File: src/hdl/dwpa_pkg.sv
// dwpa_pkg: types and constants shared by the diamond window averaging block.
// No dependencies; every other file of the block but dwpa_ram imports it.
package dwpa_pkg;

  // Sample and grid geometry
  localparam int VALUE_BITS    = 24;
  localparam int COORD_BITS    = 6;
  localparam int DIM_BITS      = 7;
  localparam int RAD_BITS      = 4;
  localparam int CNT_BITS      = 9;
  localparam int GRID_X_MAX    = 64;
  localparam int GRID_Y_MAX    = 64;
  localparam int RADIUS_MAX    = 15;
  localparam int ADDR_BITS     = 2 * COORD_BITS;
  localparam int STORE_DEPTH   = GRID_X_MAX * GRID_Y_MAX;
  localparam int SUM_BITS      = VALUE_BITS + CNT_BITS;
  localparam int CNT_LIMIT     = 2 * RADIUS_MAX * (RADIUS_MAX + 1) + 1;

  // Configuration port
  localparam int CFG_DATA_BITS = 32;
  localparam int CFG_ADDR_BITS = 4;

  // Item modes
  localparam logic MODE_WRITE = 1'b0;
  localparam logic MODE_QUERY = 1'b1;

  // Register indexes
  localparam logic [1:0] REG_RADIUS = 2'd0;
  localparam logic [1:0] REG_WIDTH  = 2'd1;
  localparam logic [1:0] REG_HEIGHT = 2'd2;

  // Register reset values
  localparam logic [RAD_BITS-1:0] RADIUS_RST = 4'd3;
  localparam logic [DIM_BITS-1:0] WIDTH_RST  = 7'd64;
  localparam logic [DIM_BITS-1:0] HEIGHT_RST = 7'd64;

  typedef struct packed {
    logic                          mode;
    logic [COORD_BITS-1:0]         cell_x;
    logic [COORD_BITS-1:0]         cell_y;
    logic signed [VALUE_BITS-1:0]  value_a;
    logic signed [VALUE_BITS-1:0]  value_b;
    logic signed [VALUE_BITS-1:0]  value_c;
  } in_item_t;

  typedef struct packed {
    logic signed [VALUE_BITS-1:0]  mean_a;
    logic signed [VALUE_BITS-1:0]  mean_b;
    logic signed [VALUE_BITS-1:0]  mean_c;
    logic [CNT_BITS-1:0]           cell_count;
  } out_item_t;

  typedef struct packed {
    logic [RAD_BITS-1:0] smooth_radius;
    logic [DIM_BITS-1:0] grid_width;
    logic [DIM_BITS-1:0] grid_height;
  } cfg_regs_t;

endpackage

File: src/hdl/dwpa_cfg.sv
// dwpa_cfg: APB-style configuration registers (radius, grid width, grid height).
// Depends on dwpa_pkg.
module dwpa_cfg (
  input  logic                                 clk,
  input  logic                                 rst_n,
  input  logic                                 psel,
  input  logic                                 penable,
  input  logic                                 pwrite,
  input  logic [dwpa_pkg::CFG_ADDR_BITS-1:0]   paddr,
  input  logic [dwpa_pkg::CFG_DATA_BITS-1:0]   pwdata,
  output logic [dwpa_pkg::CFG_DATA_BITS-1:0]   prdata,
  output logic                                 pready,
  output dwpa_pkg::cfg_regs_t                  regs
);
  import dwpa_pkg::*;

  cfg_regs_t  regs_r;
  logic       wr_en;
  logic [1:0] reg_idx;

  assign pready  = 1'b1;
  assign wr_en   = psel && penable && pwrite;
  assign reg_idx = paddr[3:2];
  assign regs    = regs_r;

  // Register writes on the access phase of a transfer
  always_ff @(posedge clk) begin
    if (!rst_n) begin
      regs_r.smooth_radius <= RADIUS_RST;
      regs_r.grid_width    <= WIDTH_RST;
      regs_r.grid_height   <= HEIGHT_RST;
    end else if (wr_en) begin
      unique case (reg_idx)
        REG_RADIUS: regs_r.smooth_radius <= pwdata[RAD_BITS-1:0];
        REG_WIDTH:  regs_r.grid_width    <= pwdata[DIM_BITS-1:0];
        REG_HEIGHT: regs_r.grid_height   <= pwdata[DIM_BITS-1:0];
        default: ;
      endcase
    end
  end

  // Read mux
  always_comb begin
    unique case (reg_idx)
      REG_RADIUS: prdata = CFG_DATA_BITS'(regs_r.smooth_radius);
      REG_WIDTH:  prdata = CFG_DATA_BITS'(regs_r.grid_width);
      REG_HEIGHT: prdata = CFG_DATA_BITS'(regs_r.grid_height);
      default:    prdata = '0;
    endcase
  end

endmodule

File: config.mk
export PLATFORM = sky130hd
export DESIGN_NAME = dwpa_cfg
export DESIGN_NICKNAME = d
export VERILOG_FILES = /design/src/hdl/dwpa_pkg.sv /design/src/hdl/dwpa_cfg.sv
export SDC_FILE = /design/constraint.sdc
export NUM_CORES = 1
export LEC_CHECK = 0
export BUFFER_PORTS_ARGS = -buffer_cell sky130_fd_sc_hd__buf_2
export CORE_MARGIN = 3
export CORE_UTILIZATION = 42
export CTS_BUF_LIST = sky130_fd_sc_hd__clkbuf_4 sky130_fd_sc_hd__clkbuf_8
export CTS_CLUSTER_DIAMETER = 60
export CTS_CLUSTER_SIZE = 14
export DETAILED_ROUTE_END_ITERATION = 16
export GPL_ROUTABILITY_DRIVEN = 0
export PLACE_DENSITY = 0.88
export SETUP_SLACK_MARGIN = 0.2
export SYNTH_ARGS = -nofsm -noshare
export SYNTH_HDL_FRONTEND = slang
export SYNTH_SLANG_ARGS = --single-unit
File: constraint.sdc
create_clock -name clk -period 3.45 [get_ports clk]
set_input_delay 0.8625 -clock clk [delete_from_list [all_inputs] [get_ports clk]]
set_output_delay 0.8625 -clock clk [all_outputs]
set_load 0.01 [all_outputs]
==> run metrics <==
share of layout cells above drive strength 1 30.1%; routed vias ~840; syn avg cell area roughly 8.9 um2; design area between 1000 and 1500 um2; post-CTS sizing 0; R2R Setup Slk around 2.8 ns; Max Fclk 350 MHz; status completed; clk sink count 18; Final Slew Violations 0; total core area ~2300 um2; Area Growth Syn to Fin 11.5%; Seq pwr share 53.5%; final setup margin 0.596 ns; WL final about 2.1 mm; # diodes 0; largest net degree at the start of global routing 28; ys flop type dfxtp_1; Mapped Area 1060 um2; drt wl/cell ~12 um; CP cell instances buf_2 > nor2b_1 > a22o_1 > buf_2; Via density 4.62; period utilization between 80% and 90%; CTS tree done; die width 56.3 um; worst r2r dst regs[0]$_SDFFE_PN0P_; worst r2r path cells 2; Int Pwr between 200 and 300 uW; Clock Skews 0 ns; slew margin rel. a little under half; EDFF count, synth 0; die area between 3000 and 4000 um2; Sw Pwr roughly 100 uW; hold buffers post-CTS 0; leakage roughly 0.56 nW; top post-synthesis cells by area dfxtp_1, mux2i_1, buf_4; antenna viol nets, final 0; antenna violations before repair 0; final setup vio count 0; asr flop ratio synth 0%; vias in the first global route about 750; All-Layer GR Usage 13.3%; max incr delay on CP roughly 0.54 ns; CTS Root Cell clkbuf_4; Critical Path Start Type input port; # port buffers 38; Combinational Power Share 14.1%; Post-Place Cells 177; Syn Inst Count between 100 and 150; Seq/Total Area, Yosys 33.9%; Tmin final 2.85 ns; cell accounting for the most synthesized area dfxtp_1; Pwr per Cell Area roughly 330 nW/um2; GRT overflow 0; setup_tns 0 ns; slowest stage cell on the critical path nor2b_1; yosys warns 0; First-pass DRT Iterations 4; Final nets 195; utilization after layout a little over 50%; worst reg2reg path startpoint regs[0]$_SDFFE_PN0P_; Worst-Skew Late Latency 0.29 ns; Cell Area, Placed approximately 1100 um2; Worst Max-Slew Pin Slew 0.808 ns; row count 17; RSZ-0062 raised after global routing no; count leader, synth buf_4; Min-Delay Endpoint regs[2]$_SDFFE_PN0P_; commonest cells in the netlist buf_4, nand2_1, mux2i_1, dfxtp_1, nor2b_1; Peak VDD IR 197 uV; HP Start regs[2]$_SDFFE_PN0P_; clock tree buffer depth 2; max FFs per register 18; Switching Share a little over a quarter; worst endpoint data arrival time between 1.5 and 2 ns; post-synth cell types 14; cell count of the worst hold path 2; Worst Setup End Kind output port; CTS clk-pin slew, worst paths 0.11 ns; Crit Path Category in2out; first-pass GRT wire length roughly 3.4 mm; Finished Layout Cells about 180; # DRC 0; die height between 50 and 60 um; post-synth top area share between 30 and 40%; Initial Utilization 46.3%; DR iter-0 viols 5; setup bufs post-CTS 0; Critical Path RT 2.59 ns; H-tree depth 1; Clock power frac about a third; register bit total from synthesis 18; Hold Path Class reg2reg; number of CTS-inserted buffers 3; pre-CTS setup slack approximately 0.60 ns; CP dominant cell by count buf_2; hpwl dp 1.64 mm; max-cap viol count 0; num ports 92; crit-path max FO 9; final hold violations 0
==> power by group through the flow <==
stage,registers (mW),logic [mW],clock network [mW]
after CTS,0.212,0.0556,0.132
after global placement,0.217,0.0542,0
after global routing,0.213,0.0616,0.143
after floorplan,0.218,0.0592,0
after detailed placement,0.217,0.0555,0
final,0.212,0.0561,0.128
==> critical path: cells and delay by family <==
kind / cells / cell delay (ns)
compound gates: 1 / 0.25
buf+inv: 2 / 0.33
simple gates: 1 / 0.54
==> layout by cell type (no fill, tap or decap) <==
master | Yosys | routed
nor2b_1 | 9 | 9
nor3b_2 | 1 | 1
nor3b_1 | 1 | 1
o21ai_0 | 4 | 4
dfxtp_1 | 18 | 18
buf_2 | 3 | 38
a22o_1 | 3 | 3
mux2i_1 | 22 | 22
conb_1 | 2 | 26
clkbuf_8 | 0 | 1
buf_4 | 29 | 1
nand3_2 | 1 | 1
clkbuf_4 | 0 | 3
nor3_4 | 1 | 1
nand2_1 | 24 | 24
==> stage by stage <==
stage	hold slack, ns	power [mW]
after floorplan	0.490	0.277
after global placement	0.456	0.271
after detailed placement	0.465	0.273
after CTS	0.479	0.400
after global routing	0.490	0.418
final	0.476	0.397
==> how the worst max path moves through the flow <==
stage                         from         to  slack (ns)  depth (start not counted)
after global routing      paddr[3]  prdata[6]        0.51                          4
after floorplan           paddr[2]  prdata[4]        1.12                          4
final                     paddr[3]  prdata[6]        0.60                          4
after CTS                 paddr[3]  prdata[6]        0.59                          4
after global placement    paddr[3]  prdata[6]        0.65                          4
after detailed placement  paddr[3]  prdata[6]        0.60                          4
==> cell type report <==
cell class,instances,area (um2)
timing repair buffer,39,198
tap,28,35.0
sequential,18,360
clock buffer,4,36.3
fill,219,1110
multi-input combinational,92,557
==> metal layers <==
layer	up-vias	part of all wire (%)	track usage (%)	wire length (um)
met5	-	0	0	0
met3	0	11	2.99	226
met1	379	46	16.9	978
li1	408	-	-	-
met4	0	0	3.39	0
met2	49	43	22.5	925
==> kinds of logic (layout without fill, tap and decap cells) <==
group | Yosys count | after routing | share of synthesized area [%]
multiplexers | 22 | 22 | 20.7
other | 2 | 26 | 0.706
AO/OA/AOI/OAI | 7 | 7 | 4.35
buffers and inverters | 33 | 43 | 22.2
flip-flops | 18 | 18 | 33.9
AND/OR/NAND/NOR | 37 | 37 | 18.1
Power figures use the tool's default switching activity.
