### config.mk
export PLATFORM = sky130hd
export DESIGN_NAME = dwpa_div
export DESIGN_NICKNAME = d
export VERILOG_FILES = /design/src/hdl/dwpa_pkg.sv /design/src/hdl/dwpa_div.sv
export SDC_FILE = /design/constraint.sdc
export NUM_CORES = 1
export LEC_CHECK = 0
export BUFFER_PORTS_ARGS = -buffer_cell sky130_fd_sc_hd__buf_2
export CAP_MARGIN = 5
export CORE_MARGIN = 2
export CORE_UTILIZATION = 56
export DETAILED_ROUTE_END_ITERATION = 10
export HOLD_SLACK_MARGIN = 0.1
export PLACE_DENSITY_LB_ADDON = 0.08
export SYNTH_ARGS = -nofsm -noshare
export SYNTH_HDL_FRONTEND = slang
export SYNTH_SLANG_ARGS = --single-unit
### constraint.sdc
create_clock -name clk -period 2.89 [get_ports clk]
set_input_delay 0.4335 -clock clk [delete_from_list [all_inputs] [get_ports clk]]
set_output_delay 0.4335 -clock clk [all_outputs]
set_load 0.05 [all_outputs]
### src/hdl/dwpa_pkg.sv
// dwpa_pkg: types and constants shared by the diamond window averaging block.
// No dependencies; every other file of the block but dwpa_ram imports it.
package dwpa_pkg;

  // Sample and grid geometry
  localparam int VALUE_BITS    = 24;
  localparam int COORD_BITS    = 6;
  localparam int DIM_BITS      = 7;
  localparam int RAD_BITS      = 4;
  localparam int CNT_BITS      = 9;
  localparam int GRID_X_MAX    = 64;
  localparam int GRID_Y_MAX    = 64;
  localparam int RADIUS_MAX    = 15;
  localparam int ADDR_BITS     = 2 * COORD_BITS;
  localparam int STORE_DEPTH   = GRID_X_MAX * GRID_Y_MAX;
  localparam int SUM_BITS      = VALUE_BITS + CNT_BITS;
  localparam int CNT_LIMIT     = 2 * RADIUS_MAX * (RADIUS_MAX + 1) + 1;

  // Configuration port
  localparam int CFG_DATA_BITS = 32;
  localparam int CFG_ADDR_BITS = 4;

  // Item modes
  localparam logic MODE_WRITE = 1'b0;
  localparam logic MODE_QUERY = 1'b1;

  // Register indexes
  localparam logic [1:0] REG_RADIUS = 2'd0;
  localparam logic [1:0] REG_WIDTH  = 2'd1;
  localparam logic [1:0] REG_HEIGHT = 2'd2;

  // Register reset values
  localparam logic [RAD_BITS-1:0] RADIUS_RST = 4'd3;
  localparam logic [DIM_BITS-1:0] WIDTH_RST  = 7'd64;
  localparam logic [DIM_BITS-1:0] HEIGHT_RST = 7'd64;

  typedef struct packed {
    logic                          mode;
    logic [COORD_BITS-1:0]         cell_x;
    logic [COORD_BITS-1:0]         cell_y;
    logic signed [VALUE_BITS-1:0]  value_a;
    logic signed [VALUE_BITS-1:0]  value_b;
    logic signed [VALUE_BITS-1:0]  value_c;
  } in_item_t;

  typedef struct packed {
    logic signed [VALUE_BITS-1:0]  mean_a;
    logic signed [VALUE_BITS-1:0]  mean_b;
    logic signed [VALUE_BITS-1:0]  mean_c;
    logic [CNT_BITS-1:0]           cell_count;
  } out_item_t;

  typedef struct packed {
    logic [RAD_BITS-1:0] smooth_radius;
    logic [DIM_BITS-1:0] grid_width;
    logic [DIM_BITS-1:0] grid_height;
  } cfg_regs_t;

endpackage

### src/hdl/dwpa_div.sv
// dwpa_div: shared signed divider, one quotient bit per cycle, truncates toward zero.
// Depends on dwpa_pkg. The quotient is known to fit VALUE_BITS bits.
module dwpa_div (
  input  logic                                     clk,
  input  logic                                     rst_n,
  input  logic                                     start,
  input  logic signed [dwpa_pkg::SUM_BITS-1:0]     dividend,
  input  logic [dwpa_pkg::CNT_BITS-1:0]            divisor,
  output logic                                     busy,
  output logic                                     done,
  output logic signed [dwpa_pkg::VALUE_BITS-1:0]   quotient
);
  import dwpa_pkg::*;

  localparam int STEP_BITS = $clog2(VALUE_BITS + 1);

  logic                  busy_r;
  logic                  done_r;
  logic [STEP_BITS-1:0]  step_r;
  logic                  neg_r;
  logic [CNT_BITS-1:0]   dsr_r;
  logic [CNT_BITS-1:0]   rem_r;
  logic [VALUE_BITS-1:0] quo_r;
  logic [SUM_BITS-1:0]   dvd_u;
  logic [SUM_BITS-1:0]   mag;
  logic [CNT_BITS:0]     trial;
  logic [CNT_BITS:0]     diff;
  logic                  fits;
  logic [CNT_BITS-1:0]   rem_nxt;

  // Magnitude of the dividend
  assign dvd_u = dividend;
  assign mag   = dvd_u[SUM_BITS-1] ? (~dvd_u + 1'b1) : dvd_u;

  // One restoring step: shift in next dividend bit, subtract if it fits
  assign trial   = {rem_r, quo_r[VALUE_BITS-1]};
  assign diff    = trial - {1'b0, dsr_r};
  assign fits    = trial >= {1'b0, dsr_r};
  assign rem_nxt = fits ? diff[CNT_BITS-1:0] : trial[CNT_BITS-1:0];

  // Control
  always_ff @(posedge clk) begin
    if (!rst_n) begin
      busy_r <= 1'b0;
      done_r <= 1'b0;
      step_r <= '0;
    end else begin
      done_r <= 1'b0;
      if (start) begin
        busy_r <= 1'b1;
        step_r <= STEP_BITS'(VALUE_BITS);
      end else if (busy_r) begin
        step_r <= step_r - 1'b1;
        if (step_r == STEP_BITS'(1)) begin
          busy_r <= 1'b0;
          done_r <= 1'b1;
        end
      end
    end
  end

  // Datapath: upper bits of |dividend| start below the divisor, so only
  // the low VALUE_BITS bits need a step each
  always_ff @(posedge clk) begin
    if (start) begin
      neg_r <= dvd_u[SUM_BITS-1];
      dsr_r <= divisor;
      rem_r <= mag[SUM_BITS-1 -: CNT_BITS];
      quo_r <= mag[VALUE_BITS-1:0];
    end else if (busy_r) begin
      rem_r <= rem_nxt;
      quo_r <= {quo_r[VALUE_BITS-2:0], fits};
    end
  end

  assign busy     = busy_r;
  assign done     = done_r;
  assign quotient = neg_r ? signed'(~quo_r + 1'b1) : signed'(quo_r);

endmodule

==> flow_summary.json <==
{
  "first_pass_iters": 4,
  "nFillCells": 511,
  "drtIter0Drc": 186,
  "area_growth_pct": 20.1,
  "r2r-end": "rem_r[0]",
  "sw_frac_of_total": 0.410,
  "p_per_area_nw_per_um2": 657,
  "end_kind": "output pin",
  "drv_cap": 0,
  "maxSlewHeadroom": 0.404,
  "seqPwrFrac": 0.365,
  "register_area_um2": 1430,
  "netSwitchingPower_mw": 1.17,
  "status": "finished with violations",
  "io_buffers": 70,
  "dp_hpwl_mm": 5.91,
  "worstMarginPinSlew_ps": 893,
  "cp.required_ps": 2460,
  "combPwrFrac": 0.482,
  "skew_ps": 10.0,
  "setup_viol": 6,
  "clockBufferDepth": 2,
  "power.internal_mw": 1.68,
  "finalHoldViolCount": 0,
  "crit_fanout": 4,
  "reg2reg_slack_ps": 260,
  "rows": 29,
  "synthArstFlopShare": 0,
  "p_leak_nw": 1.78,
  "rsz0062_at_grt": "yes",
  "multi_input_area_um2": 2120,
  "nets": 510,
  "fmax_mhz": 334,
  "grt_pass1_vias": 2856,
  "final_util": 0.688,
  "clkTransAtPathRegs_ps": 100,
  "synth_area_leaders": "edfxtp_1, xor2_1, xnor2_1",
  "antenna_left": 0,
  "clock_sinks": 50,
  "cts_tree": "yes",
  "htree_levels": 2,
  "hold_buffers": 0,
  "period_needed_ps": 2990,
  "hp-start": "divisor[3]",
  "gp_congestion": 0.832,
  "hold_class": "in -> reg",
  "grt_max_degree": 43,
  "synthesis.area_um2": 3620,
  "synth_edf_count": 43,
  "drive_gt1_frac": 0.274,
  "syn_inst": 372,
  "vias": 2967,
  "violations": "setup timing",
  "synthFlopType": "edfxtp_1",
  "gr-usage-all-layers": 0.230,
  "initial_core_util": 0.573,
  "slew_violations": 0,
  "numCtsBuffers": 5,
  "design_area_um2": 4340,
  "die_area_um2": 7120,
  "synth_top_area_share": 0.357,
  "synth_area_per_cell_um2": 9.72,
  "setup_ws_ps": -103,
  "drc_errors": 0,
  "seq_area_frac_synth": 0.396,
  "synth_cell_type_count": 49,
  "hold_ws_ps": 283,
  "routedWlPerCell_um": 15.1,
  "antenna_cells": 0,
  "critical_path.startpoint": "quo_r[0]",
  "pin_count": 71,
  "via_per_inst": 5.61,
  "grt_first_pass_wirelength_mm": 13.3,
  "finalSetupTns_ps": -260,
  "start_kind": "flip-flop",
  "synth_top_area_cell": "edfxtp_1",
  "clk_latency_ps": 320,
  "worstSetupPathType": "reg -> out",
  "wl_mm": 7.97,
  "reg2reg_depth": 11,
  "syn_nets": 431,
  "holdPathStages": 1,
  "r2r_start": "quo_r[23]",
  "grt_overflow": 0,
  "min_to": "dsr_r[3]",
  "coreArea_um2": 6310,
  "root_buffer": "clkbuf_8",
  "placed_area_um2": 4100,
  "ys_ff_latch": 50,
  "yosys_warnings": 0,
  "fin_crit_sh": 1.04,
  "cp.arrival_ps": 2560,
  "pwr-share-clk": 0.153,
  "antenna_found_initial": 0,
  "fp.dieH_um": 84.4,
  "die_x_um": 84.4,
  "ir_drop_mv": 0.451
}
## layout by cell type (no fill, tap or decap), types with 7 or more instances in the layout
| cell type | synthesis | final |
|---|---|---|
| nor2_1 | 34 | 34 |
| ha_1 | 13 | 12 |
| a21oi_1 | 29 | 29 |
| nand2_1 | 18 | 18 |
| buf_4 | 1 | 26 |
| nand3_1 | 8 | 7 |
| xnor2_1 | 27 | 27 |
| mux2i_1 | 15 | 15 |
| o21ai_0 | 18 | 16 |
| edfxtp_1 | 43 | 43 |
| xor2_1 | 34 | 34 |
| inv_1 | 22 | 22 |
| dfxtp_1 | 7 | 7 |
| o31ai_1 | 15 | 12 |
| buf_2 | 2 | 61 |
## metrics by stage
step | cells | total power [mW] | setup WS [ps]
floorplan | 372 | 2.03 | 171
global placement | 515 | 2.35 | 164
detailed placement | 515 | 2.37 | 68.0
CTS | 527 | 2.84 | -12.4
global route | 529 | 3.04 | -197
finish | 529 | 2.85 | -103
## what timing repair did
item	in CTS	in global routing
setup endpoints to repair	8	10
resized for setup	20	8
setup buffers	4	2
pin swaps	3	4
## worst max-delay path by stage
stage / endpoint / slack (ps)
2_1_floorplan: quotient[21] / 170
3_3_place_gp: quotient[18] / 160
3_5_place_dp: quotient[18] / 70
4_1_cts: quotient[19] / -10
5_1_grt: quotient[18] / -200
6_report: quotient[18] / -100
## synth_stat cells, types with 13 or more instances
cell type and count:
a21oi_1 29, clkbuf_1 13, edfxtp_1 43, ha_1 13
inv_1 22, mux2i_1 15, nand2_1 18, nor2_1 34
o21ai_0 18, o31ai_1 15, xnor2_1 27, xor2_1 34
## area by class of cell
cell class / instances / share of cell area
tap: 77 / 0.0222
inverter: 22 / 0.0190
sequential: 50 / 0.330
multi-input combinational: 284 / 0.488
clock inverter: 3 / 0.00548
clock buffer: 5 / 0.0159
timing repair buffer: 88 / 0.120
## state kept, by name, indices dropped and copies added (netlist names)
name	cells
busy	1
neg_r	1
quo_r	24
rem_r	9
step_r	5
done	1
dsr_r	9
## critical path, stage by stage, from the launching register on
cell and delay (ps):
edfxtp_1 460, inv_1 100, ha_2 190, nand4b_1 170, or3_4 390, or3_4 380
o31ai_4 190, xnor2_1 140, buf_4 220
## routing by layer
metal / routed length [um] / vias up / share of wire / global-route usage
met5: 0 / - / 0 / 0
met4: 93 / 0 / 0.012 / 0.0534
met3: 408 / 8 / 0.051 / 0.0413
met2: 3790 / 62 / 0.48 / 0.381
met1: 3680 / 1381 / 0.46 / 0.318
li1: - / 1516 / - / -
## power groups by stage
| stage | clock, mW | sequential [mW] | combinational [mW] |
|---|---|---|---|
| floorplan | 0 | 1.03 | 1.01 |
| finish | 0.436 | 1.04 | 1.38 |
| detailed placement | 0 | 1.05 | 1.32 |
| global placement | 0 | 1.05 | 1.30 |
| global route | 0.472 | 1.06 | 1.51 |
| CTS | 0.441 | 1.04 | 1.36 |
## cells by family after synthesis
family          count (synthesis)  share of synthesized area
simple gates                  102                      0.149
compound gates                 90                      0.168
xor+xnor                       61                      0.148
flops                          50                      0.396
buf+inv                        38                     0.0412
mux                            17                     0.0477
fa+ha+maj                      14                     0.0505
No activity file was read; power rests on OpenSTA's default activity.
